`src/design/msss_pkg.sv`:
```
// ----------------------------------------------------------------------------
// msss_pkg: shared types and codes for the substring search block
// Item and result structs, opcode and register codes, default sizes.
// ----------------------------------------------------------------------------
`default_nettype none

package msss_pkg;

  localparam int MAX_PATTERN_LEN_DEF = 32;
  localparam int MAX_CONDS_DEF       = 4;

  // item opcodes
  localparam logic [1:0] OP_LOAD = 2'd0;
  localparam logic [1:0] OP_LEN  = 2'd1;
  localparam logic [1:0] OP_DATA = 2'd2;

  // register indexes
  localparam logic [1:0] CFG_CASE   = 2'd0;
  localparam logic [1:0] CFG_BACK   = 2'd1;
  localparam logic [1:0] CFG_VCOUNT = 2'd2;
  localparam logic [1:0] CFG_RSTART = 2'd3;

  localparam logic [5:0] LEN_RESET = 6'd63;

  typedef struct packed {
    logic [1:0] opcode;
    logic [1:0] variant_index;
    logic [4:0] char_index;
    logic [7:0] exact_char;
    logic [7:0] upper_char;
    logic [7:0] lower_char;
    logic [5:0] variant_length;
    logic [7:0] data_byte;
    logic       data_missing;
    logic       range_last;
  } in_item_t;

  typedef struct packed {
    logic        found;
    logic [31:0] match_offset;
    logic [5:0]  match_length;
  } out_item_t;

  typedef struct packed {
    logic load;
    logic set_len;
    logic data;
  } cmd_kind_t;

  typedef struct packed {
    cmd_kind_t kind;
    in_item_t  item;
  } cmd_t;

  typedef struct packed {
    logic        case_sensitive;
    logic        search_backward;
    logic [2:0]  variant_count;
    logic [31:0] range_start;
  } cfg_t;

endpackage

`default_nettype wire

```
`src/design/msss_front.sv`:
```
// ----------------------------------------------------------------------------
// msss_front: input side
// Accepts items, decodes the opcode and holds them in a two-entry queue.
// ----------------------------------------------------------------------------
`default_nettype none

module msss_front import msss_pkg::*; (
  input  wire logic     clk,
  input  wire logic     rst_n,
  input  wire logic     push,
  output logic          full,
  input  wire in_item_t in_item,
  output logic          cmd_valid,
  output cmd_t          cmd,
  input  wire logic     cmd_take
);

  cmd_t       q_r [2];
  logic       wr_ptr_r, rd_ptr_r;
  logic [1:0] cnt_r;
  logic       do_push, do_pop;
  cmd_t       dec;

  assign full      = (cnt_r == 2'd2);
  assign cmd_valid = (cnt_r != 2'd0);
  assign cmd       = q_r[rd_ptr_r];
  assign do_push   = push && !full;
  assign do_pop    = cmd_take && cmd_valid;

  always_comb begin
    dec.item         = in_item;
    dec.kind.load    = (in_item.opcode == OP_LOAD);
    dec.kind.set_len = (in_item.opcode == OP_LEN);
    dec.kind.data    = (in_item.opcode == OP_DATA);
  end

  always_ff @(posedge clk) begin
    if (do_push) begin
      q_r[wr_ptr_r] <= dec;
    end
  end

  always_ff @(posedge clk) begin
    if (!rst_n) begin
      wr_ptr_r <= 1'b0;
      rd_ptr_r <= 1'b0;
      cnt_r    <= 2'd0;
    end else begin
      if (do_push) wr_ptr_r <= ~wr_ptr_r;
      if (do_pop)  rd_ptr_r <= ~rd_ptr_r;
      cnt_r <= cnt_r + {1'b0, do_push} - {1'b0, do_pop};
    end
  end

endmodule

`default_nettype wire

```
`config.mk`:
```
export PLATFORM = sky130hd
export DESIGN_NAME = msss_front
export DESIGN_NICKNAME = d
export VERILOG_FILES = /design/src/design/msss_pkg.sv /design/src/design/msss_front.sv
export SDC_FILE = /design/constraint.sdc
export NUM_CORES = 1
export LEC_CHECK = 0
export BUFFER_PORTS_ARGS = -buffer_cell sky130_fd_sc_hd__buf_2
export CAP_MARGIN = 10
export CELL_PAD_IN_SITES_DETAIL_PLACEMENT = 2
export CELL_PAD_IN_SITES_GLOBAL_PLACEMENT = 2
export CORE_MARGIN = 1.5
export CORE_UTILIZATION = 39
export DETAILED_ROUTE_END_ITERATION = 10
export GPL_TIMING_DRIVEN = 0
export PLACE_DENSITY = 0.8
export SYNTH_ARGS = -nofsm -noshare
export SYNTH_HDL_FRONTEND = slang
export SYNTH_SLANG_ARGS = --single-unit
```
`constraint.sdc`:
```
create_clock -name clk -period 5.5 [get_ports clk]
set_clock_uncertainty 0.15 [all_clocks]
set_input_delay 0.55 -clock clk [delete_from_list [all_inputs] [get_ports clk]]
set_output_delay 0.55 -clock clk [all_outputs]
set_load 0.05 [all_outputs]
```
# == Word level (Yosys, flattened, before mapping) ==
# Memory sizes are Yosys's and may differ from the RTL's. A register that Yosys moved wholly into a read port is not among the register bits.
# Cells that the tools add are included.
# totals
n_memories,1
latch_bits,0
romBits,0
wordCells,20
regBits,4
ram_bits,104
output_inout_bits,54
in_bits,53
# memory_table
name,words,word_bits,rd,rd_ports_with_merged_regs,write_ports,line_no,source
q_r,2,52,1,1,1,msss_front.sv:18,cmd_t q_r [2];
# classes
bitwise_logic,2
n_mux,4
div,0
n_reduce_logical,5
n_lt_le_gt_ge,0
addsub,2
multipliers,0
n_shift,0
n_eq_ne,3
# op_table
operator,n
$eq A2 B2 Y1 const B,2
$mux W1,4
$add A2 B1 Y2,1
$eq A2 B1 Y1 const B,1
$logic_and A1 B1 Y1,2
$logic_not A2 Y1,1
$not A1 Y1,2
$reduce_bool A2 Y1,1
$sub A2 B1 Y2,1
$logic_not A1 Y1,1

# == Depth between registers and ports, before layout ==
# depth
depth_word,5
mapped_depth,8
ltp_nobuf,8

# == Worst setup path after synthesis ==
# Ideal clock, no wire load.
# synth_path
path_kind,input-to-reg
start,in push
end,mem q_r[0][0] in the netlist's numbering (enable)
required_ns,4.888
t_arrival_ns,2.825
setup_slack_ns,2.064
cell_stages,2
cell_sequence,nand2_1 -> nor2_1
# synth_between
elab_chain_cells,3
# synth_lines
item,line_no,source
start: declaration,msss_front.sv:10,"input wire logic push,"
$logic_and A1 B1 Y1,msss_front.sv:27,assign do_push = push && !full;
$mux W1,msss_front.sv:38,if (do_push) begin
$mux W1 (implied by the code),msss_front.sv:39,q_r[wr_ptr_r] <= dec;
end: declaration,msss_front.sv:18,
# No other way between the ends.

==> impl.org <==
** Outcome
- Status :: finished, final reports clean

** Min path
- Worst hold path type :: input pin to register

** Route
- The detail route stage leaves a number of antenna-violating nets equal to 0.
- Count of TritonRoute iterations in the first routing pass :: 4
- Post-detailed-routing wire length :: 8439 um
- After detailed routing, the number of vias per cell comes to about 4.7.
- DRC Markers :: 0
- Dividing the detail-routed wire length by the instance count gives about 19 um.
- Across all layers, the routed design uses roughly 2100 vias.
- For this block, the initial DRC count from the detailed router was 62.

** Floorplanning
- After floorplanning, the core was sized to cover between 10000 and 15000 um2.
- Die extent in x :: 107.5 um
- Total I/O pin count :: between 100 and 150
- DIE HEIGHT :: ~110 um
- Starting density of the core :: ~41%
- The floorplan step defined a die boundary enclosing roughly 12000 um2.
- In this run the core area contains 37 standard-cell rows.

** GRT
- Initial antenna violation count :: 0
- Wire length of the first global-routing pass :: approximately 13000 um
- Sum of overflow across all layers after global routing :: 0
- The number of global-route vias before repair was roughly 2300.
- Entering global routing, the biggest net connects 33 pins.
- For this run, the total global-route usage over all layers was measured as 15.32%.

** STA
- Relative slew slack :: between 40% and 50%
- Hold violation total from the final report :: 0
- After layout, the worst path uses between 40% and 50% of the clock period.
- For this run, the top clock speed supported by timing is 0.4385 GHz.
- Setup repair after global routing left no endpoint under its margin.
- The number of pins with negative max-slew slack in the final report came to 0.
- Worst-margin pin slew :: 0.8180 ns
- Minimum clock period :: 2.281 ns
- Post-Route Hold Slack :: 0.2136 ns
- Setup violators final :: 0
- Setup Total Neg Slack :: 0 ns

** Clock tree
- Maximum root-to-sink buffer count :: 2
- Root buffer selected by CTS :: clkbuf_8
- TritonCTS clock tree :: yes
- In this run the post-CTS setup repair buffer count came out at 0.
- Insertion delay to the later sink of the worst-skew pair :: 0.36 ns
- Buffers inserted to repair hold after CTS numbered 0.
- Clock tree synthesis found a total of around 110 sinks.
- Number of resized instances in the post-cts repair step :: 0
- Clock-pin slew reported for the worst setup and hold paths after clock tree synthesis :: ~0.10 ns
- H-tree levels :: 3
- CTS buffer count :: 9

** Worst setup path
- STA puts the critical path data required time at between 4 and 5 ns.
- For flop-to-flop paths, the worst setup slack is approximately 3.4 ns.
- In this run the worst setup path terminates at cmd[23].
- Launching point of the worst reg2reg path :: cnt_r[0]
- Endpoint class of the critical path :: primary output
- The critical path is of the register to primary output type.
- The worst setup path is launched from a register.
- The signal on the critical path passes through buf_6, buf_12, mux2_4, buf_2.
- The critical path crosses 4 cells after its start point.
- Data arrival time of the critical path :: between 1.5 and 2 ns
- FF-to-FF End :: q_r[0][14]
- In this run the worst path has a maximum fanout of 10.
- Number of cells on the worst reg-to-reg path :: 4
- On the worst path, the slowest cell contributes a delay of approximately 0.34 ns.
- Cell with the largest stage delay on the worst path :: dfxtp_1
- Broken down by cell family, the worst path's largest delay share belongs to buffers and inverters.
- Buffers and inverters on the worst path :: 3

** Synth
- Synthesis inferred around 110 register bits.
- The synthesized netlist devotes less than 1% of its cell area to adder and majority cells.
- Counting every net in the synthesized netlist gives around 250.
- Summed over its instances, the top area cell type makes up ~73% of the synthesized netlist area.
- Distinct cells, synth :: 20
- After synthesis, flip-flops and latches occupy roughly 76% of the total area.
- A synthesized cell averages between 20 and 25 um2.
- Measured against the total synthesized area, the mux share comes to 18.38%.
- The synthesized netlist devotes about 1.9% of its cell area to simple gates.
- Cell types with the largest area share after synthesis :: edfxtp_1, mux2_4, buf_12, dfxtp_1, ha_1
- Xor/xnor share of the synthesized area :: 0.4112%
- Cell count after synthesis :: about 190
- Synth Area in Compound Gates :: less than 1%
- Synth warnings :: 0
- In this run the cell area of the synthesized design comes to 4260 um2.
- edfxtp_1 takes more of the synthesized area than any other cell.
- By area, the combinational part of the netlist is dominated by multiplexers.

** Layout
- Growth of design area from synthesis to finish :: 22.09%
- In the final layout, the multi-input gates occupy around 920 um2.
- Summing all flip-flop and latch instances after layout gives about 3200 um2.
- Fraction of layout instances using a drive strength above 1 :: a little under 60%
- In the layout the commonest cells are buf_2, edfxtp_1, mux2_4, clkbuf_8, buf_12.
- Post-layout net count :: between 300 and 400
- The number of antenna diodes in the final layout is 0.
- The filler cells instantiated in the layout total a little under 1000.
- Most frequent standard cell in the layout excluding fill and tap cells :: buf_2

** Pwr
- In this run the static leakage power is 2.062 nW.
- VDD IR max :: ~0.00022 V
- Power Dens Cells :: between 500 and 600 nW/um2

** Place
- At the end of routability-driven placement, the weighted congestion stood at roughly 0.65.
- Number of port buffers :: around 110
- DP Wirelength :: ~6100 um

** Run
- Max-cap violations in this run came to 0.
metrics by stage:
| step | utilization (%) | instances | power, mW | worst slack, ns | area (um2) |
|---|---|---|---|---|---|
| final | 49.71 | 452 | 2.836 | 3.219 | 5201 |
| after global routing | 49.71 | 452 | 2.955 | 3.140 | 5201 |
| after CTS | 49.71 | 452 | 2.888 | 3.168 | 5201 |
| after detailed placement | 47.88 | 436 | 2.407 | 3.250 | 5010 |
| after global placement | 47.42 | 434 | 2.360 | 0.5451 | 4961 |
| after floorplan | - | 192 | 2.143 | 2.064 | 4260 |
cell type report:
type | instances | area share, %
Clock inverter | 5 | 0.9622
Clock buffer | 11 | 2.718
Timing Repair Buffer | 108 | 10.97
Inverter | 3 | 0.2165
Sequential cell | 109 | 61.97
Multi-Input combinational cell | 74 | 17.75
Tap cell | 136 | 3.272
Buffer | 6 | 2.141
cells in the mapped netlist:
cell type / instances
buf_6: 1
edfxtp_1: 104
nand2b_1: 2
nand2_1: 2
nor2_1: 5
ha_1: 2
mux2i_1: 1
o21a_1: 1
buf_12: 5
or2_2: 1
xnor2_1: 1
inv_1: 3
nor2b_1: 2
and2_1: 2
nor3_1: 1
mux2_4: 50
xor2_1: 1
and3_1: 1
dfxtp_1: 5
mux2_2: 2
power by group:
group,internal (mW),switching [mW]
Clock,0.220,0.252
Sequential,1.07,0.0447
Combinational,0.428,0.821
layer usage:
layer / up-vias / GRT usage, % / wire length [um] / part of all wire (%)
li1: 974 / - / - / -
met1: 1052 / 17.09 / 3334 / 40
met2: 64 / 27.43 / 4574 / 54
met3: 13 / 3.995 / 395 / 4.7
met4: 0 / 6.767 / 135 / 1.6
met5: - / 0 / 0 / 0
worst register-to-register path: stages (launching register included):
cell	delay (ns)
dfxtp_1	0.38
nand2b_1	0.17
nand2_1	0.15
nor2_4	0.66
buf_12	0.29
cell families after synthesis:
logic type,Yosys count
XOR/XNOR,2
flip-flops,109
multiplexers,53
buffers and inverters,9
adder cells (fa/ha/maj),2
AND/OR/NAND/NOR,16
AO/OA/AOI/OAI,1
sequential cells by signal (all words and copies together), names as in the netlist, named ones only:
register,cells
wr_ptr_r,1
rd_ptr_r,1
cnt_r,2
q_r,104
worst min-delay path by stage:
stage | from | to | slack [ns] | cells after the start
after floorplan | wr_ptr_r | wr_ptr_r | 0.30 | 2
after global placement | wr_ptr_r | wr_ptr_r | 0.32 | 2
after detailed placement | rd_ptr_r | rd_ptr_r | 0.37 | 2
after CTS | in_item[29] | q_r[1][29] | 0.18 | 1
after global routing | in_item[15] | q_r[0][15] | 0.18 | 1
final | in_item[29] | q_r[1][29] | 0.21 | 1
(Power assumes the default switching activity.)
