### config.mk
export PLATFORM = sky130hd
export DESIGN_NAME = msss_back
export DESIGN_NICKNAME = d
export VERILOG_FILES = /design/src/design/msss_pkg.sv /design/src/design/msss_back.sv
export SDC_FILE = /design/constraint.sdc
export NUM_CORES = 2
export LEC_CHECK = 0
export ABC_AREA = 0
export BUFFER_PORTS_ARGS = -buffer_cell sky130_fd_sc_hd__buf_2
export CORE_UTILIZATION = 55
export CTS_CLUSTER_DIAMETER = 30
export DETAILED_ROUTE_END_ITERATION = 10
export MAX_ROUTING_LAYER = met4
export PLACE_DENSITY_LB_ADDON = 0.3
export SYNTH_ARGS = -nofsm -noshare
export SYNTH_HDL_FRONTEND = slang
export SYNTH_SLANG_ARGS = --single-unit
### constraint.sdc
create_clock -name clk -period 39.2 [get_ports clk]
set_input_delay 9.8 -clock clk [delete_from_list [all_inputs] [get_ports clk]]
set_output_delay 9.8 -clock clk [all_outputs]
set_load 0.005 [all_outputs]
### src/design/msss_pkg.sv
// ----------------------------------------------------------------------------
// msss_pkg: shared types and codes for the substring search block
// Item and result structs, opcode and register codes, default sizes.
// ----------------------------------------------------------------------------
`default_nettype none

package msss_pkg;

  localparam int MAX_PATTERN_LEN_DEF = 32;
  localparam int MAX_CONDS_DEF       = 4;

  // item opcodes
  localparam logic [1:0] OP_LOAD = 2'd0;
  localparam logic [1:0] OP_LEN  = 2'd1;
  localparam logic [1:0] OP_DATA = 2'd2;

  // register indexes
  localparam logic [1:0] CFG_CASE   = 2'd0;
  localparam logic [1:0] CFG_BACK   = 2'd1;
  localparam logic [1:0] CFG_VCOUNT = 2'd2;
  localparam logic [1:0] CFG_RSTART = 2'd3;

  localparam logic [5:0] LEN_RESET = 6'd63;

  typedef struct packed {
    logic [1:0] opcode;
    logic [1:0] variant_index;
    logic [4:0] char_index;
    logic [7:0] exact_char;
    logic [7:0] upper_char;
    logic [7:0] lower_char;
    logic [5:0] variant_length;
    logic [7:0] data_byte;
    logic       data_missing;
    logic       range_last;
  } in_item_t;

  typedef struct packed {
    logic        found;
    logic [31:0] match_offset;
    logic [5:0]  match_length;
  } out_item_t;

  typedef struct packed {
    logic load;
    logic set_len;
    logic data;
  } cmd_kind_t;

  typedef struct packed {
    cmd_kind_t kind;
    in_item_t  item;
  } cmd_t;

  typedef struct packed {
    logic        case_sensitive;
    logic        search_backward;
    logic [2:0]  variant_count;
    logic [31:0] range_start;
  } cfg_t;

endpackage

`default_nettype wire

### src/design/msss_back.sv
// ----------------------------------------------------------------------------
// msss_back: search engine and result queue
// Pattern store, alignment cells, best-match tracking, two-entry result queue.
// ----------------------------------------------------------------------------
`default_nettype none

module msss_back import msss_pkg::*; #(
  parameter int MAX_PATTERN_LEN = MAX_PATTERN_LEN_DEF,
  parameter int MAX_CONDS       = MAX_CONDS_DEF
) (
  input  wire logic  clk,
  input  wire logic  rst_n,
  input  wire cfg_t  cfg,
  input  wire logic  cmd_valid,
  input  wire cmd_t  cmd,
  output logic       cmd_take,
  output logic       empty,
  input  wire logic  pop,
  output out_item_t  out_item
);

  localparam int DW = (MAX_PATTERN_LEN > 1) ? $clog2(MAX_PATTERN_LEN) : 1;
  localparam int CW = (DW > 6) ? DW + 1 : 7;
  localparam int L  = MAX_PATTERN_LEN;

  logic [7:0] exact_r [MAX_CONDS][L];
  logic [7:0] upper_r [MAX_CONDS][L];
  logic [7:0] lower_r [MAX_CONDS][L];
  logic [5:0] len_r   [MAX_CONDS];

  logic [L-1:0] alive_r, alive_nxt;
  logic [31:0]  pos_r, pos_nxt;
  logic [31:0]  bstart_r, bstart_nxt;
  logic [5:0]   blen_r, blen_nxt;
  logic         done_r, done_nxt;

  out_item_t    oq_r [2];
  logic         owr_r, ord_r;
  logic [1:0]   ocnt_r;
  logic         ofull;
  logic         res_push;
  out_item_t    res;

  logic [L-1:0] live, lastv, contv;
  logic         is_data;

  assign ofull    = (ocnt_r == 2'd2);
  assign is_data  = cmd.kind.data;
  assign cmd_take = cmd_valid && !(is_data && ofull);
  assign empty    = (ocnt_r == 2'd0);
  assign out_item = oq_r[ord_r];

  // pattern store: each cell reads its own column
  always_ff @(posedge clk) begin
    if (cmd_take && cmd.kind.load) begin
      for (int v = 0; v < MAX_CONDS; v++) begin
        for (int c = 0; c < L; c++) begin
          if ({30'd0, cmd.item.variant_index} == 32'(v) &&
              {27'd0, cmd.item.char_index} == 32'(c)) begin
            exact_r[v][c] <= cmd.item.exact_char;
            upper_r[v][c] <= cmd.item.upper_char;
            lower_r[v][c] <= cmd.item.lower_char;
          end
        end
      end
    end
  end

  always_ff @(posedge clk) begin
    if (!rst_n) begin
      for (int v = 0; v < MAX_CONDS; v++) len_r[v] <= LEN_RESET;
    end else if (cmd_take && cmd.kind.set_len) begin
      for (int v = 0; v < MAX_CONDS; v++) begin
        if ({30'd0, cmd.item.variant_index} == 32'(v)) begin
          len_r[v] <= cmd.item.variant_length;
        end
      end
    end
  end

  // per-cell classing: first eligible matching variant decides
  always_comb begin
    logic          decided;
    logic          hit;
    logic [CW-1:0] dd, ll;
    for (int d = 0; d < L; d++) begin
      live[d]  = (d == 0) ? (cfg.search_backward || blen_r == 6'd0) : alive_r[d-1];
      lastv[d] = 1'b0;
      contv[d] = 1'b0;
      decided  = 1'b0;
      dd       = CW'(d);
      for (int v = 0; v < MAX_CONDS; v++) begin
        ll  = {{(CW-6){1'b0}}, len_r[v]};
        hit = cfg.case_sensitive ? (exact_r[v][d] == cmd.item.data_byte)
                                 : (upper_r[v][d] == cmd.item.data_byte ||
                                    lower_r[v][d] == cmd.item.data_byte);
        if (!decided && 32'(v) < {29'd0, cfg.variant_count} &&
            len_r[v] != 6'd0 && dd < ll && hit) begin
          decided = 1'b1;
          if (dd == ll - CW'(1)) lastv[d] = live[d];
          else                   contv[d] = live[d];
        end
      end
    end
  end

  // one data step
  always_comb begin
    logic          hit;
    logic [DW-1:0] hd;
    logic [31:0]   s;
    alive_nxt  = alive_r;
    pos_nxt    = pos_r;
    bstart_nxt = bstart_r;
    blen_nxt   = blen_r;
    done_nxt   = done_r;
    res_push   = 1'b0;
    res        = '0;
    hit        = 1'b0;
    hd         = '0;
    s          = '0;
    if (cmd_take && is_data) begin
      if (done_r) begin
        if (cmd.item.range_last) begin
          alive_nxt = '0; pos_nxt = '0; bstart_nxt = '0; blen_nxt = '0;
          done_nxt  = 1'b0;
        end
      end else if (cmd.item.data_missing) begin
        if (!cfg.search_backward) begin
          res_push = 1'b1;
          if (cmd.item.range_last) begin
            alive_nxt = '0; pos_nxt = '0; bstart_nxt = '0; blen_nxt = '0;
          end else begin
            done_nxt = 1'b1;
          end
        end else begin
          alive_nxt  = '0;
          bstart_nxt = '0;
          blen_nxt   = '0;
          pos_nxt    = pos_r + 32'd1;
          if (cmd.item.range_last) begin
            res_push = 1'b1;
            pos_nxt  = '0;
          end
        end
      end else begin
        if (!cfg.search_backward) begin
          // earliest start wins: highest cell offset
          for (int d = 0; d < L; d++) begin
            if (lastv[d]) begin hit = 1'b1; hd = DW'(d); end
          end
        end else begin
          for (int d = L - 1; d >= 0; d--) begin
            if (lastv[d]) begin hit = 1'b1; hd = DW'(d); end
          end
        end
        s = pos_r - {{(32-DW){1'b0}}, hd};
        if (hit && (!cfg.search_backward || blen_r == 6'd0 || s > bstart_r)) begin
          bstart_nxt = s;
          blen_nxt   = 6'({{(CW-DW){1'b0}}, hd} + CW'(1));
        end
        for (int d = 0; d < L; d++) begin
          alive_nxt[d] = contv[d] && (d < L - 1) &&
                         !(!cfg.search_backward && hit && DW'(d) < hd);
        end
        pos_nxt = pos_r + 32'd1;
        if (cmd.item.range_last) begin
          res_push           = 1'b1;
          res.found          = (blen_nxt != 6'd0);
          res.match_offset   = (blen_nxt != 6'd0) ? cfg.range_start + bstart_nxt : 32'd0;
          res.match_length   = blen_nxt;
          alive_nxt = '0; pos_nxt = '0; bstart_nxt = '0; blen_nxt = '0;
        end else if (!cfg.search_backward && blen_nxt != 6'd0 && alive_nxt == '0) begin
          res_push         = 1'b1;
          res.found        = 1'b1;
          res.match_offset = cfg.range_start + bstart_nxt;
          res.match_length = blen_nxt;
          done_nxt         = 1'b1;
        end
      end
    end
  end

  always_ff @(posedge clk) begin
    if (!rst_n) begin
      alive_r  <= '0;
      pos_r    <= '0;
      bstart_r <= '0;
      blen_r   <= '0;
      done_r   <= 1'b0;
    end else begin
      alive_r  <= alive_nxt;
      pos_r    <= pos_nxt;
      bstart_r <= bstart_nxt;
      blen_r   <= blen_nxt;
      done_r   <= done_nxt;
    end
  end

  // result queue
  always_ff @(posedge clk) begin
    if (res_push) oq_r[owr_r] <= res;
  end

  always_ff @(posedge clk) begin
    if (!rst_n) begin
      owr_r  <= 1'b0;
      ord_r  <= 1'b0;
      ocnt_r <= 2'd0;
    end else begin
      if (res_push)        owr_r <= ~owr_r;
      if (pop && !empty)   ord_r <= ~ord_r;
      ocnt_r <= ocnt_r + {1'b0, res_push} - {1'b0, pop && !empty};
    end
  end

  a_oq_bound: assert property (@(posedge clk) disable iff (!rst_n)
    ocnt_r != 2'd3) else $error("result queue overflow");

  a_push_data: assert property (@(posedge clk) disable iff (!rst_n)
    res_push |-> (cmd_take && is_data)) else $error("result without data item");

  a_last_cell: assert property (@(posedge clk) disable iff (!rst_n)
    !alive_r[L-1]) else $error("last cell kept alive");

  a_no_push_full: assert property (@(posedge clk) disable iff (!rst_n)
    ofull |-> !res_push) else $error("result pushed into full queue");

endmodule

`default_nettype wire

Word level (Yosys, flattened, before mapping)
Memories as Yosys holds them, arrays and structs flattened. A register that Yosys moved wholly into a read port is not among the register bits.
Cells that the tools add are included.
Storage, ports and cells
  register bits: 107
  latch bits: 0
  RAM bits: 3174
  memory bits (read-only): 0
  word-level logic and storage cells: 3014
  memories kept: 5
Memory list
  exact_r: depth 4, width 256, rd ports 4, clocked after memory_dff 0, wr ports 1, line msss_back.sv:26  | logic [7:0] exact_r [MAX_CONDS][L];
  lower_r: depth 4, width 256, rd ports 4, clocked after memory_dff 0, wr ports 1, line msss_back.sv:28  | logic [7:0] lower_r [MAX_CONDS][L];
  upper_r: depth 4, width 256, rd ports 4, clocked after memory_dff 0, wr ports 1, line msss_back.sv:27  | logic [7:0] upper_r [MAX_CONDS][L];
  oq_r: depth 2, width 39, rd ports 1, clocked after memory_dff 1, wr ports 1, line msss_back.sv:37  | out_item_t oq_r [2];
  len_r: depth 4, width 6, rd ports 4, clocked after memory_dff 0, wr ports 4, line msss_back.sv:29  | logic [5:0] len_r [MAX_CONDS];
Operators by class
  $add $sub $neg: 10
  $mul: 0
  divide/modulo/power cells: 0
  $lt $le $gt $ge: 164
  equal/unequal tests: 543
  shift operators: 0
  multiplexer cells: 1345
  bitwise gates (word level): 6
  reduce and logical (&&, ||, !) cells: 933
Operators by type and width (count)
  8-bit == test: 384
  256-bit two-way mux: 9
  256-bit OR reduction: 9
  1-bit two-way mux: 1214
  32-bit two-way mux: 28
  1-bit logical AND: 649
  5-bit by 7-bit == test with 1-bit output (first input constant): 64
  5-bit by 6-bit less-than comparator with 1-bit output (first input constant): 64
  5-bit two-way mux: 66
  4-bit by 7-bit == test with 1-bit output (first input constant): 32
  39-bit two-way mux: 5
  4-bit by 6-bit less-than comparator with 1-bit output (first input constant): 32
  1-bit logical OR: 131
  1-bit logical NOT: 130
  3-bit by 7-bit == test with 1-bit output (first input constant): 16
  3-bit by 6-bit less-than comparator with 1-bit output (first input constant): 16
  5-bit == test (second input constant): 16
  6-bit two-way mux: 13
  5-bit less-than comparator (first input constant): 15
  2-bit by 7-bit == test with 1-bit output (first input constant): 8
  1-bit by 6-bit less-than comparator with 1-bit output (first input constant): 8
  2-bit by 6-bit less-than comparator with 1-bit output (first input constant): 8
  5-bit by 4-bit == test with 1-bit output (second input constant): 8
  4-bit by 5-bit less-than comparator with 1-bit output (first input constant): 8
  other kinds (29): 68

Longest topological paths before layout
An unclocked memory read counts as a cell.
  depth after elaboration: 78
  gate-level depth with buffers: 71
  gate-level depth less buffers: 61

Least setup slack after synthesis
Ideal clock, no wire load.
  path type: input -> register
  start point: input port cmd[5] (netlist bit)
  end point: memory oq_r[0][37] (netlist bit) (data pin)
  setup time: 0.258 ns
  data arrival time: 21.103 ns
  required time: 38.942 ns
  path slack: 17.839 ns
  stages: 61
  path buffers: 7
  path through: buf_6 > buf_6 > buf_4 > buf_4 > xor2_1 > nor4_1 > a21oi_1 > o21ai_0 > mux2_2 > a21bo_1 > nor2_1 > o211ai_1 > a311o_1 > o221ai_1 > a211o_1 > and2_1 > ha_1 > fa_1 > [25 not listed] > a21oi_1 > o21ai_0 > a211oi_1 > o21ai_0 > a31o_2 > a21oi_1 > o21ai_0 > or4b_2 > nand3_1 > a21oi_1 > nor4_1 > o31ai_1 > and2_1 > o21ai_0 > nand2b_1 > a21oi_1 > xnor2_1 > and2_1
RTL lines
  from (decl): line msss_back.sv:15  | input wire cmd_t cmd,
  to (decl): line msss_back.sv:37

==> impl_metrics.yaml <==
run_status:
  outcome: "finished, final reports clean"
clock_network:
  ctsResizeCount: 0
  holdBufCountCts: 0
  clock_sinks: 3281
  cts-buffers-inserted: 578
  clock-root-buffer: "clkbuf_16"
  post_cts_buffers: 0
  cts.clk_slew.worst_paths_ns: 0.04
  cts_buffer_depth: 4
  clkLatencyLatePin_ns: 1.08
  cts_tree: "built"
  htree_levels: 6
route:
  drc_errors: 0
  antenna_left: 0
  wl_um: 480000
  drt-initial-drc-count: 11511
  vias: 94174
  routedWlPerCell_um: 32.0
  dr.pass1.iters: 6
  via_per_inst: 6.29
global_route:
  groute.usage.overall: 0.354
  grt_antenna_before_repair: 42
  grt_remaining_overflow: 0
  grt_pass1_vias: 93530
  grt_max_degree: 89
  grt_pass1_wl_um: 676000
yosys:
  synth_cell_type_count: 121
  synth-edff-count: 3174
  postSynthCellCount: 10489
  synthesis.nets: 10664
  postSynthAreaPerCell_um2: 14.3
  ys_warn_count: 0
  yosysTopAreaCell: "edfxtp_1"
  syn-cell-area_um2: 150000
  yosysSeqAreaShare: 0.648
  synth_top_area_share: 0.634
  synth_async_sr_flop_share: 0
  ys_seq_elements: 3281
  synth_top_flop_cell: "edfxtp_1"
  synthTopCellsByArea: "edfxtp_1 (63%), xnor2_1 (9.7%), xor2_1 (8.5%)"
die:
  die_y_um: 525
  ioPinCount: 134
  fp-row-count: 191
  die-area_um2: 275000
  core-area_um2: 271000
  initial_utilization: 0.554
  fp.dieW_um: 525
sta:
  skew_ns: 0.0823
  setup_violations: 0
  setup_tns_ns: 0
  worst_slew_pin_slew_ns: 1.38
  grt_setup_unrepaired: "no"
  post-route-period-util: 0.666
  hold_viol: 0
  period_minus_slack_ns: 26.12
  relSlewSlack: 0.0683
  slew_violations: 0
  fin_ws_ns: 13.08
  hold-worst-slack_ns: 0.501
  fmax_mhz: 38.3
placed_design:
  placed_cell_area_um2: 154000
  dp_hpwl_um: 281000
  pre_cts_ws_ns: 12.22
  place_congestion: 1.07
  place.port_buffers: 131
power_and_ir_drop:
  powerDensity_nw_per_um2: 54.6
  power_frac_comb: 0.061
  p_switching_mw: 2.24
  internal-power_mw: 7.26
  p_clk_frac: 0.532
  leakagePower_nw: 56.5
  swShare: 0.236
  ir_drop_mv: 0.0520
  seq_power_share: 0.407
setup_path:
  worst_path_most_repeated_cell: "a21oi_1"
  cp-start-kind: "primary input"
  slowest_delay_ns: 0.95
  slowest_stage: "a221oi_1"
  path_max_fanout: 67
  r2r_setup_slack_ns: 22.37
  worstSetupPathType: "in -> reg"
  critPathArrivalTime_ns: 26.88
  worstPathRequired_ns: 39.95
  crit_path_end_kind: "flop"
finish:
  layout_common_cells: "edfxtp_1 (3174), xnor2_1 (1661), xor2_1 (1460)"
  area_growth_pct: 15.6
  final_nets: 11078
  fill_cells: 18740
  drive_gt1_frac: 0.138
  final_area_um2: 174000
  final_common_cell: "edfxtp_1"
min_path:
  hp-class: "reg -> reg"
job:
  drv_cap: 0
-- cells in the mapped netlist, drive strengths merged, types with 34 or more instances --
master / count
inv: 84
and2: 65
a22oi: 46
nand2: 343
buf: 379
mux2i: 34
and3: 42
a21oi: 319
edfxtp: 3174
mux2: 59
nand2b: 47
xnor2: 1661
nor2b: 46
a21o: 39
dfxtp: 107
nand3: 93
a31oi: 34
nor2: 488
o21ai: 280
ha: 80
nor4: 391
o211ai: 40
nor3: 91
or3: 47
a211oi: 35
nand4: 440
clkbuf: 135
xor2: 1460
-- kinds of logic (layout without fill, tap and decap cells) --
family,Yosys count,after routing,share of synthesized area
DFF,3281,3281,0.648
muxes,93,93,0.00668
other,0,30,0
and+or+nand+nor,2220,2220,0.0790
buffers and inverters,600,1489,0.0295
AOI/OAI and AO/OA,1092,1092,0.0479
xor gates and xnor gates,3121,3121,0.182
adders and majority gates,82,82,0.00692
-- layout make-up --
type	count	area, µm²	share of cell area
diodes	30	75.1	0.000432
clock inverters	411	5170	0.0298
repair buffers	348	2700	0.0155
well taps	3570	4470	0.0257
flip-flops and latches	3281	97500	0.561
multi-input cells	6608	48900	0.281
inverters	86	330	0.00190
clock buffers	644	14800	0.0850
-- registers in the layout (all words and copies together), names as in the netlist, 2 cells and up, named ones only --
register,cells
exact_r,1024
upper_r,1024
blen_r,6
lower_r,1024
alive_r,31
oq_r,78
pos_r,32
ocnt_r,2
bstart_r,32
len_r,24
-- power by group through the flow --
stage / Combinational (mW) / Sequential [mW] / Clock, mW
finish: 0.578 / 3.87 / 5.06
global route: 0.599 / 3.86 / 5.24
CTS: 0.570 / 3.87 / 5.07
floorplan: 0.330 / 3.93 / 0
global placement: 0.556 / 3.93 / 0
detailed placement: 0.565 / 3.93 / 0
-- stage by stage --
stage | total power [mW] | util | std cells
after detailed placement | 4.50 | 0.567 | 13891
final | 9.50 | 0.641 | 14978
after global placement | 4.49 | 0.567 | 13891
after CTS | 9.51 | 0.641 | 14946
after floorplan | 4.26 | - | 10489
after global routing | 9.71 | 0.641 | 14969
-- layer usage --
layer	up-vias	global-route usage	share of wire
li1	39533	-	-
met1	47942	0.449	0.38
met2	5553	0.549	0.47
met3	1146	0.0665	0.10
met4	0	0.174	0.055
met5	-	-	0
-- worst paths after layout --
check / start / cells after the start / end
max: cmd[3] / 57 / oq_r[0][37]
min: bstart_r[14] / 2 / bstart_r[14]
max reg2reg: len_r[0][5] / 52 / oq_r[0][37]
min reg2reg: bstart_r[14] / 2 / bstart_r[14]
-- critical path, delay by kind of cell --
family	cells	cell delay [ns]
AOI/OAI and AO/OA	25	7.06
and+or+nand+nor	18	4.08
buffers and inverters	7	3.63
adders and majority gates	3	0.92
xor gates and xnor gates	3	0.57
muxes	1	0.42
No activity file was read; power rests on OpenSTA's default activity.
